===== src/design/evr_pkg.sv =====
// ----------------------------------------------------------------------------
// evr_pkg
// Shared widths, payload types and register indexes for the Euler vertex
// rotation block.
// ----------------------------------------------------------------------------
package evr_pkg;

   // Vertex coordinates, signed Q16.8
   localparam int COORD_WIDTH = 24;
   // Trig values, signed Q1.14 (two integer bits incl. sign)
   localparam int TRIG_WIDTH = 16;
   localparam int CSR_INDEX_WIDTH = 3;

   typedef enum logic [CSR_INDEX_WIDTH-1:0] {
      CSR_COS_X = 3'd0,
      CSR_SIN_X = 3'd1,
      CSR_COS_Y = 3'd2,
      CSR_SIN_Y = 3'd3,
      CSR_COS_Z = 3'd4,
      CSR_SIN_Z = 3'd5
   } csr_index_type;

   typedef struct packed {
      logic signed [COORD_WIDTH-1:0] vert_x;
      logic signed [COORD_WIDTH-1:0] vert_y;
      logic signed [COORD_WIDTH-1:0] vert_z;
   } req_payload_type;

   typedef struct packed {
      logic signed [COORD_WIDTH-1:0] rot_x;
      logic signed [COORD_WIDTH-1:0] rot_y;
      logic signed [COORD_WIDTH-1:0] rot_z;
   } rsp_payload_type;

endpackage


===== src/design/evr_sat_stage.sv =====
// ----------------------------------------------------------------------------
// evr_sat_stage
// Output register: saturates the three wide coordinates to the payload
// width and holds the response until taken.
// ----------------------------------------------------------------------------
module evr_sat_stage #(
   parameter int IW = evr_pkg::COORD_WIDTH + 9
) (
   input  logic                     clock,
   input  logic                     reset,
   input  logic                     en,
   input  logic                     in_valid,
   input  logic signed [IW-1:0]     x,
   input  logic signed [IW-1:0]     y,
   input  logic signed [IW-1:0]     z,
   output logic                     out_valid,
   output evr_pkg::rsp_payload_type out_payload
);

   localparam int CW = evr_pkg::COORD_WIDTH;

   logic                     valid_ff;
   evr_pkg::rsp_payload_type payload_in, payload_ff;

   function automatic logic signed [CW-1:0] sat(input logic signed [IW-1:0] val);
      logic fits;
      fits = (&val[IW-1:CW-1]) | ~(|val[IW-1:CW-1]);
      if (fits)
         sat = val[CW-1:0];
      else if (val[IW-1])
         sat = {1'b1, {(CW-1){1'b0}}};
      else
         sat = {1'b0, {(CW-1){1'b1}}};
   endfunction

   always_comb begin
      payload_in.rot_x = sat(x);
      payload_in.rot_y = sat(y);
      payload_in.rot_z = sat(z);
   end

   always_ff @(posedge clock) begin
      if (reset) begin
         valid_ff <= 1'b0;
      end else if (en) begin
         valid_ff <= in_valid;
      end
   end

   always_ff @(posedge clock) begin
      if (en) begin
         payload_ff <= payload_in;
      end
   end

   assign out_valid   = valid_ff;
   assign out_payload = payload_ff;

endmodule

===== config.mk =====
export PLATFORM = sky130hd
export DESIGN_NAME = evr_sat_stage
export DESIGN_NICKNAME = d
export VERILOG_FILES = /design/src/design/evr_pkg.sv /design/src/design/evr_sat_stage.sv
export SDC_FILE = /design/constraint.sdc
export NUM_CORES = 1
export LEC_CHECK = 0
export BUFFER_PORTS_ARGS = -buffer_cell sky130_fd_sc_hd__buf_2
export CAP_MARGIN = 0
export CORE_ASPECT_RATIO = 1.2
export CORE_UTILIZATION = 47
export DETAILED_ROUTE_END_ITERATION = 10
export GPL_ROUTABILITY_DRIVEN = 0
export HOLD_SLACK_MARGIN = 0.03
export PLACE_DENSITY = 0.83
export SYNTH_ARGS = -nofsm -noshare
export SYNTH_HDL_FRONTEND = slang
export SYNTH_SLANG_ARGS = --single-unit

===== constraint.sdc =====
create_clock -name clock -period 3.4 [get_ports clock]
set_input_delay 0.34 -clock clock [delete_from_list [all_inputs] [get_ports clock]]
set_output_delay 0.34 -clock clock [all_outputs]
set_load 0.02 [all_outputs]

==> impl_metrics.py <==
metrics = {
    "run_status": {
        "status": "completed",
    },
    "die": {
        "initial_utilization_pct": 49.3,
        "dieArea_um2": 6710,
        "io_pins": 176,
        "die_h_um": 89.5,
        "fp.dieW_um": 75.0,
        "fp-row-count": 31,
        "coreArea_um2": 6090,
    },
    "worst_setup_path": {
        "path_buf_inv": 1,
        "cp.required_ns": 3.45,
        "cp.arrival_ns": 1.94,
        "r2r_slack_ns": 2.82,
        "slowest_delay_ns": 0.58,
        "path_cells": "buf_2 -> or4_4 -> nor4_4 -> or3_1 -> nand2_1",
        "startpoint_type": "input port",
        "cp_top_family": "simple AND/OR/NAND/NOR gates",
        "r2r_cells": 2,
        "path_class": "in -> reg",
        "slowest_stage": "or3_1",
        "worst-path-stages": 5,
        "r2r-start": "out_valid",
        "critPathMaxFanout": 23,
        "r2r_end": "out_valid",
        "cp-end-kind": "flip-flop",
    },
    "global_route": {
        "grt_start_max_net_pins": 74,
        "gr-total-overflow": 0,
        "grt_antenna_before_repair": 0,
        "grt_pass1_wl_um": 10000,
        "grtUsageTotal_pct": 20.8,
        "grt_pass1_vias": 2159,
    },
    "cts": {
        "clock_sinks": 73,
        "cts_max_path_buffers": 2,
        "cts_max_level": 3,
        "cts_hold_buf": 0,
        "cts_setup_buffers": 0,
        "root_buffer": "clkbuf_8",
        "cts-resized-gates": 0,
        "cts_made_buffers": 9,
        "clkTransAtPathRegs_ns": 0.07,
        "cts_tree": "done",
        "clkLatencyLatePin_ns": 0.33,
    },
    "sta": {
        "tns_ns": 0,
        "slew_headroom_pct": 27.0,
        "maxSlewViolCount": 0,
        "worst_pin_slew_ns": 1.09,
        "finalCriticalPeriod_ns": 1.89,
        "setup_violations": 0,
        "hold_slack_ns": 0.158,
        "finalHoldViolations": 0,
        "final.period_utilization_pct": 55.7,
        "rsz0062_at_grt": "no",
        "clock.fmax_ghz": 0.528,
        "clock_skew_ns": 0,
    },
    "min_path": {
        "min_path_cells": 2,
        "hold_class": "in -> reg",
        "hold-path-endpoint": "out_valid",
        "min_from": "reset",
    },
    "finish": {
        "num_antenna_cells": 0,
        "finalInstanceArea_um2": 4180,
        "syn_to_final_growth_pct": 39.2,
        "drive_gt1_share_pct": 51.9,
        "nNetsFinal": 487,
    },
    "synth": {
        "yosysSeqAreaShare_pct": 72.7,
        "yosys_warnings": 0,
        "ys_ff_latch": 73,
        "yosys-top-cells-area": "edfxtp_1 (72%), a21o_1 (12%), o21ai_0 (3.8%), nand2_1 (3.3%), clkbuf_1 (1.6%)",
        "yosysUniqueCellTypes": 21,
        "synth_edf_count": 72,
        "ys.flop_type": "edfxtp_1",
        "synthCells": 211,
        "netlist.area_leader.share_pct": 72.0,
        "yosys.area.top_type": "edfxtp_1",
        "avgSynthCellArea_um2": 14.2,
        "ys_async_sr_fraction_pct": 0,
        "syn_area_um2": 3000,
        "syn_nets": 314,
    },
    "pwr": {
        "vdd_drop_max_uv": 295,
        "p_per_area_nw_per_um2": 500,
        "netSwitchingFraction_pct": 24.0,
        "cellLeakagePower_nw": 2.02,
        "p_switching_uw": 502,
        "clockPowerShare_pct": 34.0,
        "total_power_mw": 2.09,
        "p_int_mw": 1.59,
        "p_seq_share_pct": 51.8,
        "power_frac_comb_pct": 14.2,
    },
    "routing": {
        "vias": 2368,
        "drt-total-wl_um": 6980,
        "first_pass_iters": 5,
        "wl_per_cell_um": 14.8,
        "drt_iter0_markers": 137,
        "viasPerCell": 5.03,
        "drc": 0,
        "postRouteAntennaNets": 0,
    },
    "place": {
        "dpl_cell_area_um2": 3970,
        "dp_hpwl_um": 5020,
        "port_buffers": 175,
    },
    "run": {
        "maxCapViolations": 0,
    },
}
-- cells by family after synthesis --
logic type / share of synthesized area [%]
buffers and inverters: 2.96
multiplexers: 0.333
AO/OA/AOI/OAI: 16.3
flip-flops: 72.7
AND/OR/NAND/NOR: 7.75
-- metal layers --
metal	routed length, um	vias up	global-route usage, %
met5	0	-	0
met4	153	0	11.7
met3	489	14	5.19
met2	3710	110	36.2
met1	2630	1093	23.0
li1	-	1151	-
-- sequential cells by signal (all words and copies together), names as in the netlist --
register and cells:
out_payload 72, out_valid 1
-- per-stage QoR --
step	cells	util, %	setup slack, ns
final	471	68.6	1.51
after global routing	471	68.6	1.37
after CTS	471	68.6	1.50
after detailed placement	455	65.2	1.14
after global placement	455	65.2	1.24
after floorplan	211	-	1.58
-- area by class of cell --
| class | instances | area, um2 |
|---|---|---|
| fillers | 463 | 1910 |
| repair buffers | 180 | 926 |
| well taps | 82 | 103 |
| multi-input cells | 120 | 758 |
| clock inverters | 6 | 82.6 |
| flip-flops and latches | 73 | 2180 |
| clock buffers | 10 | 128 |
-- placed cells by master, fill, tap and decap left out, types with 2 or more instances in the layout --
| cell | count |
|---|---|
| o21ai_0 | 23 |
| edfxtp_1 | 72 |
| o31ai_2 | 2 |
| a31oi_2 | 2 |
| nand4_1 | 6 |
| nor2_1 | 3 |
| clkbuf_8 | 9 |
| nor4_1 | 4 |
| bufinv_16 | 2 |
| nand2_1 | 26 |
| clkinv_2 | 3 |
| a21o_1 | 46 |
| nand3_1 | 2 |
| buf_2 | 175 |
| buf_4 | 4 |
-- worst max path at each step --
stage / from / end / slack (ns)
6_report: x[30] / out_payload[52] / 1.51
4_1_cts: x[30] / out_payload[52] / 1.50
2_1_floorplan: x[30] / out_payload[48] / 1.58
3_3_place_gp: x[30] / out_payload[55] / 1.24
5_1_grt: x[30] / out_payload[51] / 1.37
3_5_place_dp: x[30] / out_payload[52] / 1.14
-- worst reg2reg max path: stages (launching register included) --
cell and delay, ns:
dfxtp_1 0.31, mux2i_1 0.12, nor2_1 0.05
-- Yosys cell counts, drive strengths merged, types with 2 or more instances --
library cell  count
a21o             46
buf               5
nand3             2
nor2              3
nand2            26
or4               2
a31oi             2
clkbuf           13
o31ai             2
o21ai            23
edfxtp           72
nand4             6
nor4              5
-- power by group through the flow --
| stage | combinational (mW) | clock [mW] | sequential [mW] |
|---|---|---|---|
| after floorplan | 0.0461 | 0 | 1.20 |
| after global placement | 0.290 | 0 | 1.10 |
| after detailed placement | 0.298 | 0 | 1.10 |
| after CTS | 0.298 | 0.726 | 1.08 |
| after global routing | 0.318 | 0.770 | 1.09 |
| final | 0.297 | 0.712 | 1.08 |
No activity file was read; power rests on OpenSTA's default activity.
