--- config.mk ---
export PLATFORM = sky130hd
export DESIGN_NAME = evr_rot_stage
export DESIGN_NICKNAME = d
export VERILOG_FILES = /design/src/design/evr_pkg.sv /design/src/design/evr_rot_stage.sv
export SDC_FILE = /design/constraint.sdc
export NUM_CORES = 2
export LEC_CHECK = 0
export ABC_AREA = 1
export ABC_CLOCK_PERIOD_IN_PS = 18100
export BUFFER_PORTS_ARGS = -buffer_cell sky130_fd_sc_hd__buf_2
export CAP_MARGIN = 20
export CELL_PAD_IN_SITES_DETAIL_PLACEMENT = 0
export CELL_PAD_IN_SITES_GLOBAL_PLACEMENT = 1
export CORE_ASPECT_RATIO = 0.75
export CORE_UTILIZATION = 50
export CTS_BUF_LIST = sky130_fd_sc_hd__clkbuf_8
export CTS_CLUSTER_SIZE = 14
export DETAILED_ROUTE_END_ITERATION = 16
export GPL_ROUTABILITY_DRIVEN = 0
export PLACE_DENSITY = 0.92
export SKIP_CTS_REPAIR_TIMING = 1
export SYNTH_ARGS = -nofsm -noshare
export SYNTH_HDL_FRONTEND = slang
export SYNTH_SLANG_ARGS = --single-unit
--- constraint.sdc ---
create_clock -name clock -period 18.1 [get_ports clock]
set_input_delay 4.525 -clock clock [delete_from_list [all_inputs] [get_ports clock]]
set_output_delay 4.525 -clock clock [all_outputs]
set_load 0.02 [all_outputs]
--- src/design/evr_pkg.sv ---
// ----------------------------------------------------------------------------
// evr_pkg
// Shared widths, payload types and register indexes for the Euler vertex
// rotation block.
// ----------------------------------------------------------------------------
package evr_pkg;

   // Vertex coordinates, signed Q16.8
   localparam int COORD_WIDTH = 24;
   // Trig values, signed Q1.14 (two integer bits incl. sign)
   localparam int TRIG_WIDTH = 16;
   localparam int CSR_INDEX_WIDTH = 3;

   typedef enum logic [CSR_INDEX_WIDTH-1:0] {
      CSR_COS_X = 3'd0,
      CSR_SIN_X = 3'd1,
      CSR_COS_Y = 3'd2,
      CSR_SIN_Y = 3'd3,
      CSR_COS_Z = 3'd4,
      CSR_SIN_Z = 3'd5
   } csr_index_type;

   typedef struct packed {
      logic signed [COORD_WIDTH-1:0] vert_x;
      logic signed [COORD_WIDTH-1:0] vert_y;
      logic signed [COORD_WIDTH-1:0] vert_z;
   } req_payload_type;

   typedef struct packed {
      logic signed [COORD_WIDTH-1:0] rot_x;
      logic signed [COORD_WIDTH-1:0] rot_y;
      logic signed [COORD_WIDTH-1:0] rot_z;
   } rsp_payload_type;

endpackage

--- src/design/evr_rot_stage.sv ---
// ----------------------------------------------------------------------------
// evr_rot_stage
// Planar rotation about one axis, two register stages:
//   u = t(a*c) - t(b*s),  v = t(b*c) + t(a*s),  p passed along.
// t() keeps the product floor-shifted by the trig fraction bits.
// ----------------------------------------------------------------------------
module evr_rot_stage #(
   parameter int AW = evr_pkg::COORD_WIDTH,
   parameter int BW = evr_pkg::COORD_WIDTH,
   parameter int PW = evr_pkg::COORD_WIDTH,
   parameter int TW = evr_pkg::TRIG_WIDTH,
   localparam int OW = ((AW > BW) ? AW : BW) + 3
) (
   input  logic                 clock,
   input  logic                 reset,
   input  logic                 en,
   input  logic                 in_valid,
   input  logic signed [AW-1:0] a,
   input  logic signed [BW-1:0] b,
   input  logic signed [PW-1:0] p,
   input  logic signed [TW-1:0] c,
   input  logic signed [TW-1:0] s,
   output logic                 out_valid,
   output logic signed [OW-1:0] u,
   output logic signed [OW-1:0] v,
   output logic signed [PW-1:0] p_out
);

   localparam int TF  = TW - 2;
   localparam int PAW = AW + TW;
   localparam int PBW = BW + TW;

   // multiply stage
   logic                  valid_mid_ff;
   logic signed [PAW-1:0] prod_ac_in, prod_ac_ff, prod_as_in, prod_as_ff;
   logic signed [PBW-1:0] prod_bc_in, prod_bc_ff, prod_bs_in, prod_bs_ff;
   logic signed [PW-1:0]  p_mid_ff;

   // add stage
   logic                  valid_out_ff;
   logic signed [OW-1:0]  u_in, u_ff, v_in, v_ff;
   logic signed [PW-1:0]  p_out_ff;

   always_comb begin
      prod_ac_in = PAW'(a * c);
      prod_as_in = PAW'(a * s);
      prod_bc_in = PBW'(b * c);
      prod_bs_in = PBW'(b * s);
   end

   // dropping the low TF bits of a two's complement product is a floor shift
   always_comb begin
      u_in = OW'(signed'(prod_ac_ff[PAW-1:TF])) - OW'(signed'(prod_bs_ff[PBW-1:TF]));
      v_in = OW'(signed'(prod_bc_ff[PBW-1:TF])) + OW'(signed'(prod_as_ff[PAW-1:TF]));
   end

   always_ff @(posedge clock) begin
      if (reset) begin
         valid_mid_ff <= 1'b0;
         valid_out_ff <= 1'b0;
      end else if (en) begin
         valid_mid_ff <= in_valid;
         valid_out_ff <= valid_mid_ff;
      end
   end

   always_ff @(posedge clock) begin
      if (en) begin
         prod_ac_ff <= prod_ac_in;
         prod_as_ff <= prod_as_in;
         prod_bc_ff <= prod_bc_in;
         prod_bs_ff <= prod_bs_in;
         p_mid_ff   <= p;
         u_ff       <= u_in;
         v_ff       <= v_in;
         p_out_ff   <= p_mid_ff;
      end
   end

   assign out_valid = valid_out_ff;
   assign u         = u_ff;
   assign v         = v_ff;
   assign p_out     = p_out_ff;

endmodule

==> flow_summary.toml <==
[timing]
period_needed_ps = 10310
relSlewSlack_pct = 31.4
timing.setup.tns_ps = 0
finalMaxSlewViolations = 0
finalCritPeriodShare_pct = 57.0
hold_viol_final = 0
setup_viol = 0
grt_setup_unrepaired = "no"
fmax_mhz = 97.0
worst_slew_pin_slew_ps = 1030
skew_ps = 112

[setup_path]
cp_max_fo = 22
cp.buffers_inverters = 6
worstPathCellList = "buf_2 > inv_1 > buf_4 > nor2_1 > fa_1 > fa_1 > fa_1 > fa_1 > fa_1 > inv_1 > fa_1 > inv_1 > ha_1 > nand2_1 > nor2_1 > inv_1 > o21ai_0 > nor2_1 > nand3_1 > nand2_1"
critPathKind = "input pin to flip-flop"
r2r_slack_ps = 15660
critPathArrivalTime_ps = 10680
max_stage_delay_ps = 760
start_kind = "input pin"
crit_path_frequent_cell = "fa_1"
worstSetupEndpointType = "flip-flop"
path_delay_family = "adder cells"
r2r_cells = 8
cp.required_ps = 18470
rr_endpoint = "v[17]$_DFFE_PP_"
cp_slowest_cell = "inv_1"
timing.rr.start = "prod_as_ff[26]$_DFFE_PP_"

[floorplanning]
dieHeight_um = 321
rows = 116
die_w_um = 427
io_pins = 187
initial_core_util_pct = 50.6
core_area_um2 = 134000
dieArea_um2 = 137000

[cells_and_area]
layout_common_cells = "inv_1, nand2_1, fa_1, ha_1, nor2_1"
final_cells = 10300
postLayoutCoreUtil_pct = 52.8
layout_commonest_cell = "inv_1"
drive_above_1_share_pct = 3.81
nets = 10500
areaGrowthSynthToFinish_pct = 4.38

[clock_tree]
path_clk_slew_ps = 60
clk_latency_ps = 720
cts_buffers = 36
clk_path_buf_depth = 3
cts_tree = "built"
cts.htree.levels = 2
cts-root-buf = "clkbuf_8"
clock-sinks = 208

[hold_path]
hold_depth = 0
whs_endpoint = "p_out[11]$_DFFE_PP_"
hold_path_class = "flip-flop to flip-flop"
min-delay-start = "p_mid_ff[11]$_DFFE_PP_"

[drt]
via_per_inst = 5.19
vias = 53500
ant_nets = 0
drtPass1Iterations = 6
finalWirelength_mm = 186
drt-initial-drc-count = 4770
wl_per_cell_um = 18.1
drc = 0

[global_routing]
grt_max_degree = 83
grt_use_total_pct = 28.1
grt_overflow = 0
grt_pass1_wl_mm = 303
antenna_found_initial = 10
grt_pass1_vias = 56500

[logic_synthesis]
synth_cells = 8549
yosys_warnings = 0
synth_edf_count = 206
synth_nets = 10600
synth-seq-area-share_pct = 9.20
syn_area_um2 = 67700
synth_flop_cell = "edfxtp_1"
syn_area_per_cell_um2 = 7.92
ys_ff_latch = 208
async_flop_share_pct = 0
synth_cell_types = 47

[status]
status = "completed"

[run]
cap_violations = 0

[place]
place.port_buffers = 186
dp.cells = 10200
dpl.hpwl_mm = 148
-- routing by layer --
| metal | track usage [%] | up-vias | part of all wire [%] |
|---|---|---|---|
| li1 | - | 24200 | - |
| met1 | 40.5 | 26600 | 43 |
| met2 | 43.9 | 2511 | 45 |
| met3 | 5.62 | 277 | 10 |
| met4 | 6.31 | 2 | 2.2 |
| met5 | 0.142 | - | 0.0048 |
-- worst max-delay path by stage --
stage / startpoint / to / slack, ps / depth (start not counted)
after floorplan: c[4] / prod_ac_ff[39]$_DFFE_PP_ / 8110 / 22
after global placement: c[15] / prod_bc_ff[29]$_DFFE_PP_ / 7290 / 21
after detailed placement: s[4] / prod_as_ff[36]$_DFFE_PP_ / 7280 / 18
after CTS: s[4] / prod_as_ff[36]$_DFFE_PP_ / 7940 / 18
after global routing: s[4] / prod_as_ff[36]$_DFFE_PP_ / 7580 / 20
final: c[15] / prod_bc_ff[28]$_DFFE_PP_ / 7790 / 20
-- cells in the mapped netlist, types with 10 or more instances --
| cell type | instances | area, µm² |
|---|---|---|
| nand4_1 | 36 | 225 |
| fa_1 | 1494 | 29900 |
| nor4_1 | 10 | 62.6 |
| nand2_2 | 21 | 131 |
| inv_1 | 2627 | 9860 |
| xor2_1 | 90 | 788 |
| o21ai_0 | 123 | 616 |
| xnor2_1 | 37 | 324 |
| o21a_1 | 14 | 105 |
| nor2_1 | 378 | 1420 |
| nand3_1 | 137 | 686 |
| nand2_1 | 2214 | 8310 |
| buf_1 | 51 | 191 |
| a21o_1 | 36 | 270 |
| a21oi_1 | 231 | 1160 |
| o21bai_1 | 29 | 218 |
| nor3_1 | 42 | 210 |
| edfxtp_1 | 206 | 6190 |
| a31oi_1 | 18 | 113 |
| a21boi_0 | 11 | 82.6 |
| clkbuf_1 | 244 | 916 |
| ha_1 | 432 | 5410 |
-- final cells by class --
type	instances	area [µm²]
sequential	208	6230
antenna	9	22.5
timing repair buffer	223	1220
tap	1770	2210
clock buffer	36	495
clock inverter	27	176
inverter	2630	9870
fill	12600	63200
multi-input combinational	5407	50400
-- state kept, by name, indices dropped and copies added, names as in the netlist --
signal	count
prod_bs_ff	26
p_mid_ff	24
prod_ac_ff	26
prod_as_ff	26
valid_mid_ff	1
prod_bc_ff	26
u	27
out_valid	1
p_out	24
v	27
-- cell families after synthesis --
group                      after synthesis  synth area share (%)
DFF                                    208                  9.20
buffers and inverters                 2934                  16.3
AOI/OAI and AO/OA                      481                  3.99
and+or+nand+nor                       2873                  16.7
adders and majority gates             1926                  52.2
xor gates and xnor gates               127                  1.64
-- worst register-to-register path: cells and delay by family, from the launching register on --
| kind | cells | cell delay, ps |
|---|---|---|
| AOI/OAI and AO/OA | 1 | 170 |
| xor gates and xnor gates | 1 | 250 |
| adders and majority gates | 1 | 490 |
| buffers and inverters | 1 | 80 |
| DFF | 1 | 500 |
| and+or+nand+nor | 4 | 670 |
-- through the flow --
step / worst slack [ps] / hold slack (ps) / instance area (µm²)
global route: 7580 / 425 / 70700
CTS: 7940 / 418 / 70600
floorplan: 8110 / 400 / 67700
detailed placement: 7280 / 405 / 70000
finish: 7790 / 417 / 70700
global placement: 7290 / 400 / 70000
Power is left out: the tool's default activity adds up to more than one toggle a clock period on the data nets, which glitch-free logic cannot reach.
